### config.mk
export PLATFORM = sky130hd
export DESIGN_NAME = carrier_sequence_decoder
export DESIGN_NICKNAME = d
export VERILOG_FILES = /design/src/rtl/core/csd_pkg.sv /design/src/rtl/core/csd_lane.sv /design/src/rtl/core/csd_merge.sv /design/src/rtl/core/csd_skid.sv /design/src/rtl/core/carrier_sequence_decoder.sv
export SDC_FILE = /design/constraint.sdc
export NUM_CORES = 1
export LEC_CHECK = 0
export BUFFER_PORTS_ARGS = -buffer_cell sky130_fd_sc_hd__buf_2
export CORE_ASPECT_RATIO = 0.7
export CORE_MARGIN = 5
export CORE_UTILIZATION = 50
export CTS_CLUSTER_SIZE = 24
export DETAILED_ROUTE_END_ITERATION = 6
export HOLD_SLACK_MARGIN = 0.03
export PLACE_DENSITY_LB_ADDON = 0.15
export SYNTH_ARGS = -nofsm -noshare
export SYNTH_HDL_FRONTEND = slang
export SYNTH_SLANG_ARGS = --single-unit
export TNS_END_PERCENT = 10
### constraint.sdc
create_clock -name i_clk -period 72.9 [get_ports i_clk]
set_clock_uncertainty 0.1 [all_clocks]
set_input_delay 7.29 -clock i_clk [delete_from_list [all_inputs] [get_ports i_clk]]
set_output_delay 7.29 -clock i_clk [all_outputs]
set_load 0.01 [all_outputs]
### src/rtl/core/csd_pkg.sv
// ---------------------------------------------------------------------------
// csd_pkg: shared types and constants of the carrier sequence decoder
// Field widths, status codes and the word structs passed between modules.
// ---------------------------------------------------------------------------
package csd_pkg;

    localparam int NUM_LANES  = 4;
    localparam int WORD_W     = 64;
    localparam int SLOT_W     = 53;
    localparam int EXP_W      = 11;
    localparam int EXP_LSB    = 52;
    localparam int MANT_W     = 52;
    localparam int SHORT_W    = 16;
    localparam int META_W     = 52;
    localparam int ORD_W      = 64;

    localparam logic [EXP_W-1:0] EXP_RESET = 11'd1023;

    // Status codes, in check order
    typedef enum logic [2:0] {
        ST_OK        = 3'd0,
        ST_BAD_EXP   = 3'd1,
        ST_ZERO_RUN  = 3'd2,
        ST_MISMATCH  = 3'd3,
        ST_OVERFLOW  = 3'd4
    } t_status;

    // What one lane finds in one carrier word
    typedef struct packed {
        logic              exp_ok;
        logic [SLOT_W-1:0] slot;
    } t_lane;

    // One decoded result word
    typedef struct packed {
        t_status            status;
        logic [WORD_W-1:0]  id_high_lane;
        logic [WORD_W-1:0]  id_low_lane;
        logic [ORD_W-1:0]   running_ord;
        logic [SHORT_W-1:0] carried_ord;
        logic [SHORT_W-1:0] span_len;
        logic [META_W-1:0]  metadata;
        logic [ORD_W-1:0]   total_count;
        logic               sequence_end;
    } t_result;

endpackage

### src/rtl/core/csd_lane.sv
// ---------------------------------------------------------------------------
// csd_lane: one carrier word lane
// Checks the biased exponent and extracts the 53-bit payload slot.
// ---------------------------------------------------------------------------
module csd_lane
    import csd_pkg::*;
(
    input  logic [WORD_W-1:0] i_word,
    input  logic [EXP_W-1:0]  i_exponent,
    output t_lane             o_lane
);

    // Compare exponent, move sign above the mantissa
    always_comb begin
        o_lane.exp_ok = (i_word[EXP_LSB +: EXP_W] == i_exponent);
        o_lane.slot   = {i_word[WORD_W-1], i_word[MANT_W-1:0]};
    end

endmodule

### src/rtl/core/csd_merge.sv
// ---------------------------------------------------------------------------
// csd_merge: lane merge and ordinal tracking
// Repacks the four slots, runs the ordered checks and holds next ordinal.
// ---------------------------------------------------------------------------
module csd_merge
    import csd_pkg::*;
(
    input  logic                 i_clk,
    input  logic                 i_rst_n,
    input  t_lane                i_lanes [NUM_LANES],
    input  logic                 i_accept,
    input  logic                 i_last,
    output t_result              o_result
);

    logic [ORD_W-1:0]   r_next_ordinal;
    logic [ORD_W-1:0]   n_next_ordinal;
    logic               all_ok;
    logic [SHORT_W-1:0] packed_ord;
    logic [SHORT_W-1:0] run;
    logic [SHORT_W-1:0] run_m1;
    logic [SHORT_W-1:0] expected;
    logic [ORD_W:0]     sum;
    logic [ORD_W-1:0]   total;

    // Slot fields of the ordinal word
    assign all_ok     = i_lanes[0].exp_ok && i_lanes[1].exp_ok &&
                        i_lanes[2].exp_ok && i_lanes[3].exp_ok;
    assign packed_ord = i_lanes[3].slot[SHORT_W-1:0];
    assign run        = i_lanes[3].slot[2*SHORT_W-1:SHORT_W];
    assign run_m1     = run - SHORT_W'(1);
    assign expected   = (r_next_ordinal[ORD_W-1:SHORT_W] == '0)
                        ? r_next_ordinal[SHORT_W-1:0] : '0;

    // Two parallel adds: advance and inclusive end of the run
    assign sum   = {1'b0, r_next_ordinal} + {{(ORD_W+1-SHORT_W){1'b0}}, run};
    assign total = r_next_ordinal + {{(ORD_W-SHORT_W){1'b0}}, run_m1};

    // Checks in order, repack, and next ordinal
    always_comb begin
        o_result                 = '0;
        o_result.running_ord     = r_next_ordinal;
        o_result.sequence_end    = i_last;
        n_next_ordinal           = r_next_ordinal;
        if (!all_ok) begin
            o_result.status = ST_BAD_EXP;
        end else begin
            o_result.id_low_lane  = {i_lanes[1].slot[10:0], i_lanes[0].slot};
            o_result.id_high_lane = {i_lanes[2].slot[21:0], i_lanes[1].slot[52:11]};
            o_result.metadata     = {i_lanes[3].slot[52:32], i_lanes[2].slot[52:22]};
            o_result.carried_ord  = packed_ord;
            o_result.span_len     = run;
            priority if (run == '0) begin
                o_result.status = ST_ZERO_RUN;
            end else if (packed_ord != expected) begin
                o_result.status = ST_MISMATCH;
            end else if (sum[ORD_W]) begin
                o_result.status = ST_OVERFLOW;
            end else begin
                o_result.status      = ST_OK;
                o_result.total_count = total;
                n_next_ordinal       = sum[ORD_W-1:0];
            end
        end
        if (i_last) begin
            n_next_ordinal = {{(ORD_W-1){1'b0}}, 1'b1};
        end
    end

    // Advance the ordinal only on an accepted word
    always_ff @(posedge i_clk) begin
        if (!i_rst_n) begin
            r_next_ordinal <= {{(ORD_W-1){1'b0}}, 1'b1};
        end else if (i_accept) begin
            r_next_ordinal <= n_next_ordinal;
        end
    end

`ifndef SYNTHESIS
    a_ord_nonzero: assert property (@(posedge i_clk) disable iff (!i_rst_n)
        r_next_ordinal != '0)
        else $error("next ordinal reached zero");
    a_last_restart: assert property (@(posedge i_clk) disable iff (!i_rst_n)
        i_accept && i_last |=> r_next_ordinal == {{(ORD_W-1){1'b0}}, 1'b1})
        else $error("ordinal not restarted after last word");
    a_hold_idle: assert property (@(posedge i_clk) disable iff (!i_rst_n)
        !i_accept |=> $stable(r_next_ordinal))
        else $error("ordinal moved without an accepted word");
    a_err_hold: assert property (@(posedge i_clk) disable iff (!i_rst_n)
        i_accept && !i_last && o_result.status != ST_OK |=> $stable(r_next_ordinal))
        else $error("ordinal moved on an error");
`endif

endmodule

### src/rtl/core/csd_skid.sv
// ---------------------------------------------------------------------------
// csd_skid: two-entry result buffer
// Output register plus a skid register so input keeps flowing on a stall.
// ---------------------------------------------------------------------------
module csd_skid
    import csd_pkg::*;
(
    input  logic    i_clk,
    input  logic    i_rst_n,
    input  logic    i_valid,
    output logic    o_ready,
    input  t_result i_data,
    output logic    o_valid,
    input  logic    i_ready,
    output t_result o_data
);

    logic    r_out_valid;
    logic    r_skid_valid;
    t_result r_out;
    t_result r_skid;
    logic    push;
    logic    out_free;

    assign o_ready  = !r_skid_valid;
    assign push     = i_valid && !r_skid_valid;
    assign out_free = !r_out_valid || i_ready;
    assign o_valid  = r_out_valid;
    assign o_data   = r_out;

    // Control: refill the output from skid first, else from the new word
    always_ff @(posedge i_clk) begin
        if (!i_rst_n) begin
            r_out_valid  <= 1'b0;
            r_skid_valid <= 1'b0;
        end else if (out_free) begin
            r_out_valid  <= r_skid_valid || push;
            r_skid_valid <= 1'b0;
        end else if (push) begin
            r_skid_valid <= 1'b1;
        end
    end

    // Payload
    always_ff @(posedge i_clk) begin
        if (out_free) begin
            r_out <= r_skid_valid ? r_skid : i_data;
        end else if (push) begin
            r_skid <= i_data;
        end
    end

`ifndef SYNTHESIS
    a_skid_order: assert property (@(posedge i_clk) disable iff (!i_rst_n)
        r_skid_valid |-> r_out_valid)
        else $error("skid holds a word while the output is empty");
    a_skid_drain: assert property (@(posedge i_clk) disable iff (!i_rst_n)
        r_skid_valid && i_ready |=> r_out_valid && !r_skid_valid)
        else $error("skid word not moved to the output");
    a_skid_keep: assert property (@(posedge i_clk) disable iff (!i_rst_n)
        r_skid_valid && !i_ready |=> r_skid_valid && $stable(r_skid))
        else $error("skid word lost during a stall");
`endif

endmodule

### src/rtl/core/carrier_sequence_decoder.sv
// ---------------------------------------------------------------------------
// carrier_sequence_decoder: carrier word stream decoder
// Four exponent/slot lanes, a merge with ordinal tracking, a result buffer.
// ---------------------------------------------------------------------------
// Usage:
//   Input channel (i_valid/o_ready) takes one carrier of four binary64
//   words per cycle while o_ready is high. Output channel (o_valid/
//   i_ready) gives one result word per carrier, in order. The config
//   channel (i_cfg_valid/o_cfg_ready) writes the 11-bit carrier
//   exponent; it is always ready and should be written only while no
//   carrier is in flight. Results are registered in the output register
//   or, while the receiver stalls, in the skid word. Throughput: one
//   carrier per cycle while o_ready is high, set by the ordinal loop
//   (one 64-bit add and the ordered checks) in the merge stage. A
//   stalled receiver is absorbed by the output register and one skid
//   word; o_ready drops only when both are full. Reset: exponent to
//   1023, ordinal to 1, result entries emptied; no clearing pass needed.
// ---------------------------------------------------------------------------
module carrier_sequence_decoder
    import csd_pkg::*;
(
    input  logic               i_clk,
    input  logic               i_rst_n,
    input  logic               i_cfg_valid,
    output logic               o_cfg_ready,
    input  logic [EXP_W-1:0]   i_cfg_data,
    input  logic               i_valid,
    output logic               o_ready,
    input  logic [WORD_W-1:0]  i_word_zero,
    input  logic [WORD_W-1:0]  i_word_one,
    input  logic [WORD_W-1:0]  i_word_two,
    input  logic [WORD_W-1:0]  i_word_three,
    input  logic               i_last_in_sequence,
    output logic               o_valid,
    input  logic               i_ready,
    output logic [2:0]         o_status,
    output logic [WORD_W-1:0]  o_id_high_lane,
    output logic [WORD_W-1:0]  o_id_low_lane,
    output logic [ORD_W-1:0]   o_running_ord,
    output logic [SHORT_W-1:0] o_carried_ord,
    output logic [SHORT_W-1:0] o_span_len,
    output logic [META_W-1:0]  o_metadata,
    output logic [ORD_W-1:0]   o_total_count,
    output logic               o_sequence_end
);

    logic [EXP_W-1:0]  r_exponent;
    logic [WORD_W-1:0] words [NUM_LANES];
    t_lane             lanes [NUM_LANES];
    t_result           merged;
    t_result           result;
    logic              accept;

    // Config register
    assign o_cfg_ready = 1'b1;
    always_ff @(posedge i_clk) begin
        if (!i_rst_n) begin
            r_exponent <= EXP_RESET;
        end else if (i_cfg_valid) begin
            r_exponent <= i_cfg_data;
        end
    end

    assign words[0] = i_word_zero;
    assign words[1] = i_word_one;
    assign words[2] = i_word_two;
    assign words[3] = i_word_three;
    assign accept   = i_valid && o_ready;

    // Word lanes
    for (genvar g = 0; g < NUM_LANES; g++) begin : g_lane
        csd_lane u_lane (
            .i_word     (words[g]),
            .i_exponent (r_exponent),
            .o_lane     (lanes[g])
        );
    end

    // Merge and ordinal tracking
    csd_merge u_merge (
        .i_clk    (i_clk),
        .i_rst_n  (i_rst_n),
        .i_lanes  (lanes),
        .i_accept (accept),
        .i_last   (i_last_in_sequence),
        .o_result (merged)
    );

    // Result buffer
    csd_skid u_skid (
        .i_clk   (i_clk),
        .i_rst_n (i_rst_n),
        .i_valid (i_valid),
        .o_ready (o_ready),
        .i_data  (merged),
        .o_valid (o_valid),
        .i_ready (i_ready),
        .o_data  (result)
    );

    // Unpack the result word
    assign o_status          = result.status;
    assign o_id_high_lane    = result.id_high_lane;
    assign o_id_low_lane     = result.id_low_lane;
    assign o_running_ord     = result.running_ord;
    assign o_carried_ord     = result.carried_ord;
    assign o_span_len        = result.span_len;
    assign o_metadata        = result.metadata;
    assign o_total_count     = result.total_count;
    assign o_sequence_end    = result.sequence_end;

endmodule
# Word level (Yosys, flattened, before mapping)

Cells that the tools add are included.

Flip-flop bits (word level): 765
Input port bits: 273
Word-level logic and storage cells: 65

$add $sub $neg: 3
Equality and inequality tests: 8
Multiplexer cells: 16
Bitwise gates (word level): 2
Reduce and logical (&&, ||, !) cells: 14

Operators with widths:

| cell                    | number |
|---|---|
| $mux W64                | 8 |
| $mux W344               | 1 |
| $mux W148               | 1 |
| $mux W128               | 1 |
| $add A64 B16 Y65        | 1 |
| $add A64 B16 Y64        | 1 |
| $logic_not A48 Y1       | 1 |
| $eq A11 B11 Y1          | 4 |
| $logic_not A16 Y1       | 1 |
| $mux W16                | 1 |
| $ne A16 B16 Y1          | 1 |
| $sub A16 B1 Y16 const B | 1 |
| $mux W3                 | 4 |
| $ne A2 B2 Y1 const B    | 3 |
| $reduce_and A5 Y1       | 1 |
| $logic_and A1 B1 Y1     | 4 |
| $logic_not A1 Y1        | 2 |
| $logic_or A1 B1 Y1      | 2 |
| $not A1 Y1              | 2 |
| $reduce_and A2 Y1       | 1 |
| $reduce_bool A2 Y1      | 1 |
| $reduce_or A2 Y1        | 1 |

# Depth between registers and ports, before layout

Gate-level depths: netlist (run 1).

Word-level depth: 7
Depth in mapped cells: 16
Depth with buffers taken out: 16

# By module

Synthesis (run 1) repeated with hierarchy kept, for this count alone.

Cells, all modules: 2,597
Area total of the unflattened synthesis: 37,252.0 sq um

Modules (own cells, without submodules):

| module                   | instances | cells each | area an instance (sq um) |
|---|---|---|---|
| csd_skid                 | 1         | 1,079      | 26,571.7 |
| csd_merge                | 1         | 1,208      | 8,186.6 |
| csd_lane                 | 4         | 68         | 521.8 |
| carrier_sequence_decoder | 1         | 38         | 406.6 |

# Worst setup path before layout (run 1)

No wires, ideal clock.

Kind: input to register
From: in i_ready
To: reg u_skid.r_skid[0] (netlist bit) (enable)
Arrival: 50,933 ps
Required time: 67,663 ps
Path slack: 16,730 ps
Cell stages on the path: 2
Path buffers: 0
Cells stage by stage: nand2b_1 -> nor2_1

Word-level cells in the longest chain between the ends: 3

Ends and longest elaborated chain:

| what                        | RTL line                       | text |
|---|---|---|
| from (decl)                 | carrier_sequence_decoder.sv:35 | `input logic i_ready,` |
| $logic_or A1 B1 Y1          | csd_skid.sv:27                 | `assign out_free = !r_out_valid \|\| i_ready;` |
| $not A1 Y1 (no line)        | --                             |  |
| $reduce_and A2 Y1 (no line) | --                             |  |
| to (signal assigned)        | csd_skid.sv:49                 | `r_skid <= i_data;` |
| to (decl)                   | csd_skid.sv:21                 | `t_result r_skid;` |

Every way passes these cells.
A chain may end at the register's enable or synchronous reset.

# Final worst setup path (run 1)

From: in i_word_three[16]
To: reg u_merge.r_next_ordinal[3]

Word-level cells in the longest chain between the ends: 6
Elaborated cells between the ends (all ways): 10

Ends and longest elaborated chain:

| what                 | RTL line                       | text |
|---|---|---|
| from (decl)          | carrier_sequence_decoder.sv:32 | `input logic [WORD_W-1:0] i_word_three,` |
| $add A64 B16 Y65     | csd_merge.sv:36                | `assign sum = {1'b0, r_next_ordinal} + {{(ORD_W+1-SHORT_W){1'b0}}, run};` |
| $mux W64             | csd_merge.sv:57                | `end else if (sum[ORD_W]) begin` |
| $mux W64             | csd_merge.sv:55                | `end else if (packed_ord != expected) begin` |
| $mux W64             | csd_merge.sv:53                | `priority if (run == '0) begin` |
| $mux W64             | csd_merge.sv:45                | `if (!all_ok) begin` |
| $mux W64             | csd_merge.sv:65                | `if (i_last) begin` |
| to (signal assigned) | csd_merge.sv:73                | `r_next_ordinal <= {{(ORD_W-1){1'b0}}, 1'b1};` |
| to (signal assigned) | csd_merge.sv:75                | `r_next_ordinal <= n_next_ordinal;` |
| to (decl)            | csd_merge.sv:16                | `logic [ORD_W-1:0] r_next_ordinal;` |

Several ways; a longest one is shown, not always the timed one. The select of a mux whose other input is x is not followed.

==> flow_summary_export.csv, run 1 <==
group,metric,value,unit
clock_network,cts_setup_buffers,0,
route,drt-initial-drc-count,2437,
setup_path,rr_startpoint,"u_merge.r_next_ordinal[40]$_SDFFE_PN0P_",
global_routing,grt_pass1_wl,144000,µm
clock_network,cts_tree,"built",
final_layout,final_cell_mix,"edfxtp_1 (688), buf_2 (618), mux2_2 (261), and2_1 (215), nand2_1 (169)",
min_path,hold_path.class,"reg2reg",
clock_network,cts_resized,0,
clock_network,hold_buffers,0,
clock_network,htree_num_levels,3,
clock_network,clock_latency,0.63,ns
global_routing,grt_max_degree,119,
global_routing,grt_overflow,0,
final_layout,fillers,5379,
logic_synthesis,synth_seq_area_share,65.6,%
clock_network,clock-sinks,765,
final_layout,fin_nets,3364,
global_routing,grtUsageTotal,25.7,%
timing,final-setup-viol-count,0,
final_layout,postLayoutCellArea,0.0401,mm²
floorplanning,fp-row-count,79,
setup_path,reg2reg_slack,67.15,ns
route,wl,99100,µm
setup_path,ff2ff_path_depth,9,
global_routing,antenna_found_initial,12,
pwr,peakVddDrop,0.0163,mV
placement,post-place-cells,3867,
timing,setup_tns,0,ns
logic_synthesis,mappedNetlistArea,0.0338,mm²
timing,finalCritPeriodShare,15.3,%
pwr,cellLeakagePower,15.6,nW
logic_synthesis,netlist_instances,2491,
logic_synthesis,synth_edf_count,688,
logic_synthesis,ys_ff_latch,765,
pwr,fin_total_pwr,953,µW
job,cap_violations,0,
setup_path,cp_max_fo,27,
timing,finalCriticalPeriod,11.13,ns
floorplanning,io_pins,620,
outcome,status,"completed",
clock_network,cts_buffers,74,
timing,slew_viol_final,0,
timing,final_hold_viol_count,0,
timing,rsz0062_at_grt,"false",
logic_synthesis,ys_types,76,
logic_synthesis,async_reset_ff_share,0,%
logic_synthesis,synth_fp_nets,2803,
timing,worst_hold_slack,0.395,ns
setup_path,cp.arrival,11.52,ns
route,drt_first_pass_iters,5,
timing,maxSlewHeadroom,21.5,%
floorplanning,die_h,228,µm
route,ant_nets,0,
final_layout,final_common_cell,"edfxtp_1",
placement,gp_congestion,0.922,
setup_path,cp.required,73.30,ns
min_path,hold_end,"r_exponent[8]$_SDFFE_PN1P_",
final_layout,final_cells,4011,
placement,place_area,0.0376,mm²
setup_path,crit_path_end_kind,"register",
route,drc,0,
route,vias,23300,
min_path,hold_start,"r_exponent[8]$_SDFFE_PN1P_",
final_layout,syn2layout_area_growth,18.5,%
timing,fmax,89.9,MHz
route,routedWlPerCell,24.7,µm
floorplanning,core-area,0.0667,mm²
logic_synthesis,yosys_warnings,0,
logic_synthesis,synthFlopType,"edfxtp_1",
clock_network,clk_pin_slew,0.06,ns
floorplanning,design.die.area,0.0730,mm²
setup_path,startpoint_type,"input pin",
final_layout,drive_above_1_share,33.8,%
timing,worst_pin_slew,1.18,ns
min_path,min_path_cells,2,
floorplanning,fp.dieW,321,µm
placement,port_buffers,618,
pwr,power_density,23.8,mW/mm²
setup_path,worstSetupPathType,"in2reg",
logic_synthesis,synth_area_per_cell,13.6,µm²
placement,dp_hpwl,69000,µm
global_routing,grt_pass1_vias,22700,
route,via_per_inst,5.81,
setup_path,timing.rr.end,"u_merge.r_next_ordinal[3]$_SDFFE_PN0P_",
clock_network,ctsLongestPathBuffers,3,
floorplanning,initial_utilization,50.7,%
clock_network,cts-root-buf,"clkbuf_16",
-- final cells by class --
class | instances | area (µm²) | share of cell area (%)
well taps | 891 | 1110 | 2.78
clock buffers | 95 | 2020 | 5.05
flip-flops and latches | 765 | 22200 | 55.4
inverters | 37 | 146 | 0.365
repair buffers | 650 | 3330 | 8.32
diodes | 10 | 25.0 | 0.0624
clock inverters | 39 | 413 | 1.03
multi-input cells | 1524 | 10800 | 27.0
-- critical path, stage by stage --
cell and delay (ns):
buf_2 0.12, ha_1 0.23, fa_1 0.41, a21o_1 0.17
a21oi_1 0.29, o21a_1 0.18, o211ai_1 0.23, a31oi_1 0.39
nand2_1 0.21, nor2_2 0.92, o21ai_2 0.57, o41ai_1 0.48
-- how the worst max path moves through the flow --
stage                                start                                       to  slack (ns)  depth (start not counted)
after global routing      i_word_three[16]   u_merge.r_next_ordinal[3]$_SDFFE_PN0P_       61.53                         12
after floorplan                    i_ready               u_skid.r_skid[0]$_DFFE_PP_       16.73                          2
after CTS                 i_word_three[16]  u_merge.r_next_ordinal[53]$_SDFFE_PN0P_       61.93                         13
after global placement    i_word_three[24]              u_skid.o_data[40]$_DFFE_PP_       61.41                         14
final                     i_word_three[16]   u_merge.r_next_ordinal[3]$_SDFFE_PN0P_       61.77                         12
after detailed placement  i_word_three[16]  u_merge.r_next_ordinal[53]$_SDFFE_PN0P_       61.25                         13
-- report_power, final --
part           total, mW  leakage (nW)  switching (mW)  internal [mW]
registers          0.501          7.18         0.00690          0.494
clock network      0.392          1.18           0.166          0.225
logic             0.0604          7.23          0.0375         0.0229
-- synth_stat cells (18+ instances only) --
library cell  instances  share of area, %
edfxtp_1            688                61
mux2_2              261               8.7
and2_1              215               4.0
nand2_1             169               1.9
nor2_1              115               1.3
clkbuf_1             99               1.1
o21ai_0              90               1.3
dfxtp_1              77               4.6
a21oi_1              62              0.92
nand3_1              58              0.86
xnor2_1              54               1.4
nor3_1               49              0.72
buf_2                48              0.71
xor2_1               46               1.2
o31ai_1              38              0.84
ha_1                 37               1.4
inv_1                37              0.41
nor4_1               36              0.67
nand4_1              33              0.61
or4_1                23              0.51
and3_1               19              0.35
o21a_1               19              0.42
a31oi_1              18              0.33
mux2i_1              18              0.53
-- stage by stage --
stage / worst slack (ns) / utilization, %
3_3_place_gp: 61.41 / 56.4
2_1_floorplan: 16.73 / -
6_report: 61.77 / 60.1
3_5_place_dp: 61.25 / 56.4
5_1_grt: 61.53 / 60.1
4_1_cts: 61.93 / 60.0
-- kinds of logic after synthesis --
logic type | count (synthesis) | share of synthesized area, %
other | 1 | 0.0111
adder cells (fa/ha/maj) | 39 | 1.49
flip-flops | 765 | 65.6
AO/OA/AOI/OAI | 315 | 5.88
XOR/XNOR | 101 | 2.64
multiplexers | 279 | 9.22
AND/OR/NAND/NOR | 789 | 12.6
buffers and inverters | 202 | 2.53
-- layer usage --
layer | GRT usage (%) | up-vias | part of all wire, %
li1 | - | 10400 | -
met2 | 40.3 | 1082 | 47
met1 | 37.2 | 11600 | 43
met3 | 5.09 | 165 | 7.9
met5 | 0 | - | 0.013
met4 | 7.39 | 2 | 2.9
-- sequential cells by signal, indices dropped and copies added, names as in the netlist --
name and count:
u_skid.o_data 344, u_skid.r_skid 344, u_merge.r_next_ordinal 64, r_exponent 11
u_skid.o_valid 1, u_skid.r_skid_valid 1
Power figures use the tool's default switching activity.
==> run 2: changes to the inputs <==
==> constraint.sdc (replaced) <==
create_clock -name i_clk -period 10.3 [get_ports i_clk]
set_clock_uncertainty 0.1 [all_clocks]
set_input_delay 1.03 -clock i_clk [delete_from_list [all_inputs] [get_ports i_clk]]
set_output_delay 1.03 -clock i_clk [all_outputs]
set_load 0.01 [all_outputs]
==> run 2 against run 1 <==
  * Die area is the same
  * Setup slack lost 58 ns
  * Largest power group unchanged
  * Critical path depth shrank 2
  * The run now ends with max-slew violations left
  * First-iteration DRC count grew 2.2%
  * Via count shrank 0.91%
  * Global-route usage grew 0.47 points
  * Sequential share of layout area is essentially flat
  * Flip-flop and latch count is the same
  * Wire length grew 1.5%
  * Sequential power grew to 7.1 times the previous value
  * Critical endpoint is now u_skid.o_data[26]$_DFFE_PP_
==> flow_summary_export.csv, run 2 (synthesis results as in run 1) <==
group,metric,value,unit
setup_path,rr_startpoint,"u_merge.r_next_ordinal[63]$_SDFFE_PN0P_",
final_layout,syn2layout_area_growth,18.4,%
clock_network,hold_buffers,0,
global_routing,grt_pass1_wl,145000,µm
floorplanning,io_pins,620,
final_layout,final_cell_mix,"edfxtp_1 (688), buf_2 (618), mux2_2 (261), and2_1 (215), nand2_1 (169)",
route,ant_nets,0,
clock_network,cts_setup_buffers,0,
setup_path,startpoint_type,"register",
pwr,p_seq_share,53.0,%
route,via_per_inst,5.76,
pwr,p_int,5.19,mW
setup_path,ff2ff_path_depth,10,
placement,post-place-ws,3.58,ns
setup_path,startpoint,"u_merge.r_next_ordinal[63]$_SDFFE_PN0P_",
pwr,p_comb_share,6.5,%
min_path,hold_path.class,"reg2reg",
timing,finalCritPeriodShare,61.9,%
route,vias,23100,
setup_path,reg2reg_slack,3.93,ns
route,wl,101000,µm
global_routing,grt_overflow,0,
route,drt-initial-drc-count,2490,
setup_path,timing.rr.end,"u_skid.o_data[26]$_DFFE_PP_",
final_layout,finish.utilization,60.0,%
global_routing,antenna_found_initial,16,
placement,post-place-cells,3864,
timing,setup_tns,0,ns
final_layout,final_cells,4011,
setup_path,cp_cell_sequence,"nor4_1, nand4_2, nor4_1, xnor2_1, nand4_1, or4_4, nor2_2, nand2_1, buf_4, o21ai_0",
min_path,hold_start,"r_exponent[0]$_SDFFE_PN1P_",
clock_network,cts_resized,0,
pwr,cellLeakagePower,15.6,nW
placement,port_buffers,618,
global_routing,grt_max_degree,204,
timing,rsz0062_at_grt,"false",
timing,slew_viol_final,39,
min_path,min_path_cells,2,
final_layout,fin_nets,3363,
clock_network,htree_num_levels,3,
clock_network,cts_tree,"built",
pwr,p_switching,1.49,mW
clock_network,cts-root-buf,"clkbuf_16",
pwr,power_density,167,mW/mm²
setup_path,cp.arrival,6.73,ns
clock_network,clock-sinks,765,
final_layout,final_common_cell,"edfxtp_1",
floorplanning,initial_utilization,50.7,%
setup_path,cp.required,10.66,ns
clock_network,cts_buffers,76,
pwr,swShare,22.4,%
global_routing,grtUsageTotal,26.2,%
setup_path,worst_path_most_repeated_cell,"nor4_1",
setup_path,cp-endpoint,"u_skid.o_data[26]$_DFFE_PP_",
setup_path,slowest_delay,0.92,ns
job,cap_violations,0,
timing,final-setup-viol-count,0,
floorplanning,core-area,0.0667,mm²
route,drt_first_pass_iters,5,
clock_network,clk_pin_slew,0.06,ns
route,routedWlPerCell,25.1,µm
pwr,power_frac_clock,40.5,%
outcome,status,"finished with violations",
timing,maxSlewHeadroom,-2.10,%
floorplanning,fp.dieW,321,µm
pwr,peakVddDrop,0.113,mV
clock_network,clock_latency,0.63,ns
setup_path,worstSetupPathType,"reg2reg",
setup_path,crit_path_end_kind,"register",
route,drc,0,
floorplanning,die_h,228,µm
timing,final_hold_viol_count,0,
timing,worst_pin_slew,1.53,ns
placement,dp_hpwl,70300,µm
floorplanning,fp-row-count,79,
floorplanning,design.die.area,0.0730,mm²
setup_path,critPathSlowestCell,"nor2_2",
timing,fmax,157,MHz
timing,layout_setup_ws,3.93,ns
clock_network,ctsLongestPathBuffers,3,
global_routing,grt_pass1_vias,22300,
outcome,failed_checks,"max-slew violations",
placement,gp_congestion,0.933,
timing,finalCriticalPeriod,6.37,ns
final_layout,drive_above_1_share,33.5,%
setup_path,cp_max_fo,23,
## run 2: area by class of cell
cell class	count	area (µm²)
fillers	5399	26700
flip-flops and latches	765	22200
multi-input cells	1524	10800
repair buffers	647	3350
clock buffers	98	2050
well taps	891	1110
clock inverters	35	328
inverters	37	146
diodes	14	35.0
## run 2: per-stage QoR
stage / total power [mW] / hold slack [ns] / instance area, µm²
finish: 6.69 / 0.397 / 40100
detailed placement: 4.04 / 0.383 / 37600
global route: 6.92 / 0.422 / 40000
floorplan: 3.83 / 0.303 / 33800
CTS: 6.75 / 0.397 / 40000
global placement: 4.04 / 0.374 / 37600
## run 2: worst min path at each step
stage	endpoint	slack (ns)
after floorplan	u_skid.r_skid[165]$_DFFE_PP_	0.30
after global placement	r_exponent[6]$_SDFFE_PN1P_	0.37
after detailed placement	r_exponent[2]$_SDFFE_PN1P_	0.38
after CTS	u_skid.r_skid[164]$_DFFE_PP_	0.40
after global routing	u_skid.r_skid[164]$_DFFE_PP_	0.42
final	r_exponent[0]$_SDFFE_PN1P_	0.40
## run 2: power by group through the flow
stage,Sequential [mW],Clock (mW),Combinational [mW]
2_1_floorplan,3.67,0,0.157
3_3_place_gp,3.61,0,0.428
3_5_place_dp,3.61,0,0.431
4_1_cts,3.55,2.77,0.433
5_1_grt,3.55,2.90,0.460
6_report,3.55,2.71,0.431
## run 2: routing by layer
metal / global-route usage (%) / up-vias / routed length (µm)
li1: - / 10400 / -
met1: 37.1 / 11500 / 42600
met2: 40.6 / 959 / 46600
met3: 6.21 / 180 / 7760
met4: 8.85 / 0 / 3620
met5: 0 / - / 0
## run 2: critical path: cells and delay by family (launching register included)
| kind | cells | cell delay, ns |
|---|---|---|
| and+or+nand+nor | 7 | 4.78 |
| buffers and inverters | 1 | 0.45 |
| DFF | 1 | 0.42 |
| AOI/OAI and AO/OA | 1 | 0.21 |
| xor gates and xnor gates | 1 | 0.19 |
